--- config.mk ---
export PLATFORM = sky130hd
export DESIGN_NAME = fafbc_ctrl
export DESIGN_NICKNAME = d
export VERILOG_FILES = /design/src/rtl/fafbc_pkg.sv /design/src/rtl/fafbc_ctrl.sv
export SDC_FILE = /design/constraint.sdc
export NUM_CORES = 1
export LEC_CHECK = 0
export BUFFER_PORTS_ARGS = -buffer_cell sky130_fd_sc_hd__buf_2
export CAP_MARGIN = 20
export CORE_AREA = 2 2 39 41
export DETAILED_ROUTE_END_ITERATION = 8
export DIE_AREA = 0 0 41 43
export SYNTH_ARGS = -nofsm -noshare
export SYNTH_HDL_FRONTEND = slang
export SYNTH_SLANG_ARGS = --single-unit
--- constraint.sdc ---
create_clock -name clk_i -period 1.09 [get_ports clk_i]
set_clock_uncertainty 0.1 [all_clocks]
set_input_delay 0.109 -clock clk_i [delete_from_list [all_inputs] [get_ports clk_i]]
set_output_delay 0.109 -clock clk_i [all_outputs]
set_load 0.02 [all_outputs]
--- src/rtl/fafbc_pkg.sv ---
// ----------------------------------------------------------------------------
// fafbc_pkg
// Shared types and constants of the frame-aged fetch buffer cache.
// ----------------------------------------------------------------------------
package fafbc_pkg;

  localparam int NumBuffers  = 32;
  localparam int BufferBytes = 2048;
  localparam int IdxW        = $clog2(NumBuffers);
  localparam int LinkW       = IdxW + 1;
  localparam int OffW        = $clog2(BufferBytes);
  localparam int AddrW       = 31;
  localparam int LenW        = 16;
  localparam int FrameW      = 32;
  localparam int CntW        = $clog2(NumBuffers + 1);

  // link value with the top bit set means no entry
  localparam logic [LinkW-1:0] Nil = {LinkW{1'b1}};

  typedef enum logic [1:0] {
    StatHit    = 2'd0,
    StatMiss   = 2'd1,
    StatFull   = 2'd2,
    StatTick   = 2'd3
  } status_e;

  typedef enum logic {
    OpLookup = 1'b0,
    OpTick   = 1'b1
  } op_e;

  typedef struct packed {
    logic             operation;
    logic [AddrW-1:0] address;
    logic [LenW-1:0]  length;
  } in_word_t;

  typedef struct packed {
    logic [1:0]       status;
    logic [4:0]       buffer_index;
    logic [10:0]      byte_offset;
    logic             fetch_start;
    logic [AddrW-1:0] fetch_address;
    logic [7:0]       fetch_slot;
    logic [5:0]       freed_count;
  } out_word_t;

  // controller -> datapath
  typedef struct packed {
    logic load;      // capture request, start walk at used head
    logic step;      // evaluate current entry, advance
    logic lk_hit;    // finish lookup as hit
    logic lk_miss;   // finish lookup as miss
    logic lk_full;   // finish lookup with no free buffer
    logic tick_done; // finish tick
  } cmd_t;

  // datapath -> controller
  typedef struct packed {
    logic is_tick;
    logic walk_end;  // no current entry or guard reached
    logic stop;      // current entry start beyond address
    logic hit;       // current entry covers the request
    logic free_ok;   // free list not empty
  } stat_t;

endpackage

--- src/rtl/fafbc_ctrl.sv ---
// ----------------------------------------------------------------------------
// fafbc_ctrl
// Sequencer: walks the in-use list one entry per cycle, then finishes.
// ----------------------------------------------------------------------------
module fafbc_ctrl
  import fafbc_pkg::*;
(
  input  logic  clk_i,
  input  logic  rst_ni,
  input  logic  start,
  output logic  busy,
  input  stat_t stat_i,
  output cmd_t  cmd_o
);

  typedef enum logic [2:0] {
    StIdle = 3'b001,
    StWalk = 3'b010,
    StDone = 3'b100
  } state_e;

  state_e state_q, state_d;

  assign busy = (state_q != StIdle);

  always_comb begin
    state_d = state_q;
    cmd_o   = '0;
    unique case (state_q)
      StIdle: begin
        if (start) begin
          cmd_o.load = 1'b1;
          state_d    = StWalk;
        end
      end
      StWalk: begin
        if (stat_i.is_tick) begin
          if (stat_i.walk_end) begin
            cmd_o.tick_done = 1'b1;
            state_d         = StDone;
          end else begin
            cmd_o.step = 1'b1;
          end
        end else if (!stat_i.walk_end && !stat_i.stop && stat_i.hit) begin
          cmd_o.lk_hit = 1'b1;
          state_d      = StDone;
        end else if (stat_i.walk_end || stat_i.stop) begin
          if (stat_i.free_ok) cmd_o.lk_miss = 1'b1;
          else cmd_o.lk_full = 1'b1;
          state_d = StDone;
        end else begin
          cmd_o.step = 1'b1;
        end
      end
      StDone: state_d = StIdle;
      default: state_d = StIdle;
    endcase
  end

  always_ff @(posedge clk_i or negedge rst_ni) begin
    if (!rst_ni) begin
      state_q <= StIdle;
    end else begin
      state_q <= state_d;
    end
  end

`ifndef ASSERT_OFF
  a_one_finish: assert property (@(posedge clk_i) disable iff (!rst_ni)
    $onehot0({cmd_o.lk_hit, cmd_o.lk_miss, cmd_o.lk_full, cmd_o.tick_done}))
    else $error("more than one finish command");
  a_finish_to_done: assert property (@(posedge clk_i) disable iff (!rst_ni)
    (cmd_o.lk_hit || cmd_o.lk_miss || cmd_o.lk_full || cmd_o.tick_done)
      |=> state_q == StDone)
    else $error("finish without done state");
  a_load_idle: assert property (@(posedge clk_i) disable iff (!rst_ni)
    cmd_o.load |-> state_q == StIdle)
    else $error("load while busy");
`endif

endmodule

==> reports/metrics.csv <==
stage,metric,value,unit
worst_setup_path,crit_fanout,3,
logic_synthesis,synth_commonest_cells,"and3_1 (2), dfrtp_1 (2), nor2_1 (2)",
worst_setup_path,path_class,reg2out,
cells_and_area,final_util,33.00,%
clock_network,clock_sinks,3,
power,seqPwrFrac,20.7,%
logic_synthesis,ys_warn_count,0,
logic_synthesis,ys_ff_latch,3,
timing,worst_slew_pin_slew,0.2626,ns
timing,setup_violations,10,
drt,vias,249,
timing,finalCritPeriodShare,148.5,%
power,p_leak,0.2136,nW
logic_synthesis,synth_area,203.9,um2
place,hpwlAfterDp,503.5,um
logic_synthesis,yosys.cell_types.count,15,
drt,drc_errors,0,
power,intPower,592.5,uW
drt,drtIter0Drc,1,
place,gp_congestion,0.6110,
worst_setup_path,r2r-end,state_q[1]$_DFFE_PN0P_,
timing,clock.fmax,617.8,MHz
cells_and_area,regMostFlops,state_q,
power,switchingPower,297.5,uW
clock_network,cts_tree,yes,
timing,hold_violations,0,
floorplanning,design.die.area,1763,um2
place,port_buffers,14,
outcome,status,"finished, violations left",
global_route,grt_first_pass_wirelength,1.097,mm
cells_and_area,layout-drive-gt1-share,76.74,%
worst_setup_path,rrSetupSlack,-0.16,ns
cells_and_area,final_nets,52,
worst_setup_path,critPathLaunchType,flip-flop,
clock_network,root_buffer,clkbuf_4,
timing,slew_violations,0,
global_route,grtUsageTotal,10.24,%
floorplanning,start_util,14.74,%
cells_and_area,largest_reg_flops,3,
power,p_sw_share,33.43,%
power,combPwrFrac,57.0,%
worst_setup_path,critPathRequiredTime,0.88,ns
logic_synthesis,synth_top_area_share,24.54,%
drt,drtPass1Iterations,2,
logic_synthesis,synth_flop_cell,dfrtp_1,
clock_network,cts_max_level,1,
min_path,hp-class,in2async,
timing,period_minus_slack,1.619,ns
worst_setup_path,ff2ff_path_depth,4,
logic_synthesis,syn_inst,18,
cells_and_area,nFillCells,139,
floorplanning,coreArea,1384,um2
drt,drt-total-wl,630,um
logic_synthesis,synth_edf_count,0,
logic_synthesis,yosysSeqAreaShare,37.42,%
global_route,grt_start_max_net_pins,6,
worst_setup_path,worstPathArrival,1.41,ns
logic_synthesis,synth_top_area_cell,dfrtp_1,
logic_synthesis,postSynthAreaPerCell,11.33,um2
power,power.density,1949,nW/um2
floorplanning,die_width,41,um
cells_and_area,area.growth.synth_to_final,123.9,%
power,clockPowerShare,22.2,%
clock_network,numCtsBuffers,3,
drt,wl_per_cell,10.68,um
logic_synthesis,synth.area.top_cells,"dfrtp_1 (25%), dfstp_2 (13%), nor4b_2 (7.4%), and3_1 (6.1%), and4bb_1 (6.1%)",
timing,rsz0062_at_grt,yes,
global_route,grt_pass1_vias,284,
global_route,antenna_found_initial,0,
clock_network,clkLatencyLatePin,0.23,ns
power,total_power,890.0,uW
global_route,grt-ovfl-total,0,
floorplanning,dieHeight,43,um
clock_network,clockBufferDepth,2,
worst_setup_path,rr_startpoint,state_q[0]$_DFFE_PN1P_,
timing,relSlewSlack,82.45,%
drt,detail-route-antenna-nets,0,
clock_network,cts.clk_slew.worst_paths,0.04,ns
logic_synthesis,async_reset_ff_share,100.0,%
floorplanning,io_pins,15,
floorplanning,row_count,14,
timing,worst_slack,-0.5288,ns
flow_run,max_cap_violations,0,
worst_setup_path,critPathCaptureType,primary output,
logic_synthesis,syn_nets,26,
drt,viasPerCell,4.220,
outcome,violations,setup timing,
cells_and_area,reg.largest.list,state_q: 3 flops,
cells_and_area,diodes,0,
power,ir_drop,537.2,uV
## cell families after synthesis
family          synth area share (%)
buf+inv                        1.839
flops                          37.43
compound gates                 10.43
simple gates                   50.30
## critical path: stages (launching register included)
cell and delay, ns:
dfrtp_1 0.38, or3b_4 0.42, nor4b_4 0.21, buf_4 0.17
## repair_timing
item	4_1_cts	5_1_grt
pin swaps	6	6
resized for setup	13	3
endpoints found under the setup margin	10	10
hold buffers	1	0
hold endpoints to repair	3	0
buffers inserted	1	1
cloned	0	0
## placed cells by master (no fill, tap or decap)
cell type,n
inv_1,1
dlygate4sd3_1,1
or3b_1,1
or3b_4,1
clkbuf_1,1
buf_4,6
and4b_2,1
dfstp_2,1
nor4b_4,1
clkbuf_4,3
o21bai_1,1
nor2_1,1
a21oi_1,1
and3_4,2
buf_2,7
and4bb_2,1
buf_6,7
nor4_4,1
nor2_2,1
dfrtp_1,2
a31o_1,1
nor3b_4,1
## worst max-delay path by stage
stage	startpoint	cells after the start	endpoint	slack [ns]
6_report	state_q[2]$_DFFE_PN0P_	3	cmd_o[2]	-0.53
5_1_grt	state_q[2]$_DFFE_PN0P_	3	cmd_o[2]	-0.58
4_1_cts	state_q[2]$_DFFE_PN0P_	3	cmd_o[2]	-0.56
3_5_place_dp	state_q[2]$_DFFE_PN0P_	4	cmd_o[3]	-0.37
3_3_place_gp	state_q[2]$_DFFE_PN0P_	4	cmd_o[3]	-0.33
2_1_floorplan	state_q[2]$_DFFE_PN0P_	2	cmd_o[2]	-0.31
## routing by layer
metal  up-vias  GRT usage [%]  wire (um)
met2        17          13.44        281
li1        120              -          -
met3         4          5.236         71
met1       108          9.968        250
met5         -              0          0
met4         0          12.00         27
## power by group through the flow
stage	registers [mW]	clock network [mW]	logic, mW
6_report	0.185	0.198	0.508
5_1_grt	0.191	0.222	0.546
4_1_cts	0.184	0.208	0.493
3_5_place_dp	0.183	0	0.385
3_3_place_gp	0.180	0	0.375
2_1_floorplan	0.189	0	0.208
## final cells by class
type	instances	area, um2	share of cell area, %
inverters	1	3.754	0.8219
repair buffers	21	168.9	36.99
well taps	16	20.02	4.384
clock buffers	4	26.28	5.753
flip-flops and latches	3	76.32	16.71
multi-input cells	14	161.4	35.34
## per-stage QoR
| step | worst slack [ns] | area, um2 | instances | TNS [ns] | hold slack (ns) |
|---|---|---|---|---|---|
| finish | -0.5288 | 456.7 | 59 | -3.453 | 0.09478 |
| global route | -0.5835 | 456.7 | 59 | -4.026 | 0.1035 |
| CTS | -0.5636 | 446.7 | 59 | -3.737 | 0.08775 |
| detailed placement | -0.3675 | 360.3 | 53 | -2.276 | -0.1905 |
| global placement | -0.3334 | 360.3 | 53 | -2.079 | -0.1917 |
| floorplan | -0.3092 | 232.7 | 18 | -0.7898 | -0.2866 |
(Power assumes the default switching activity.)
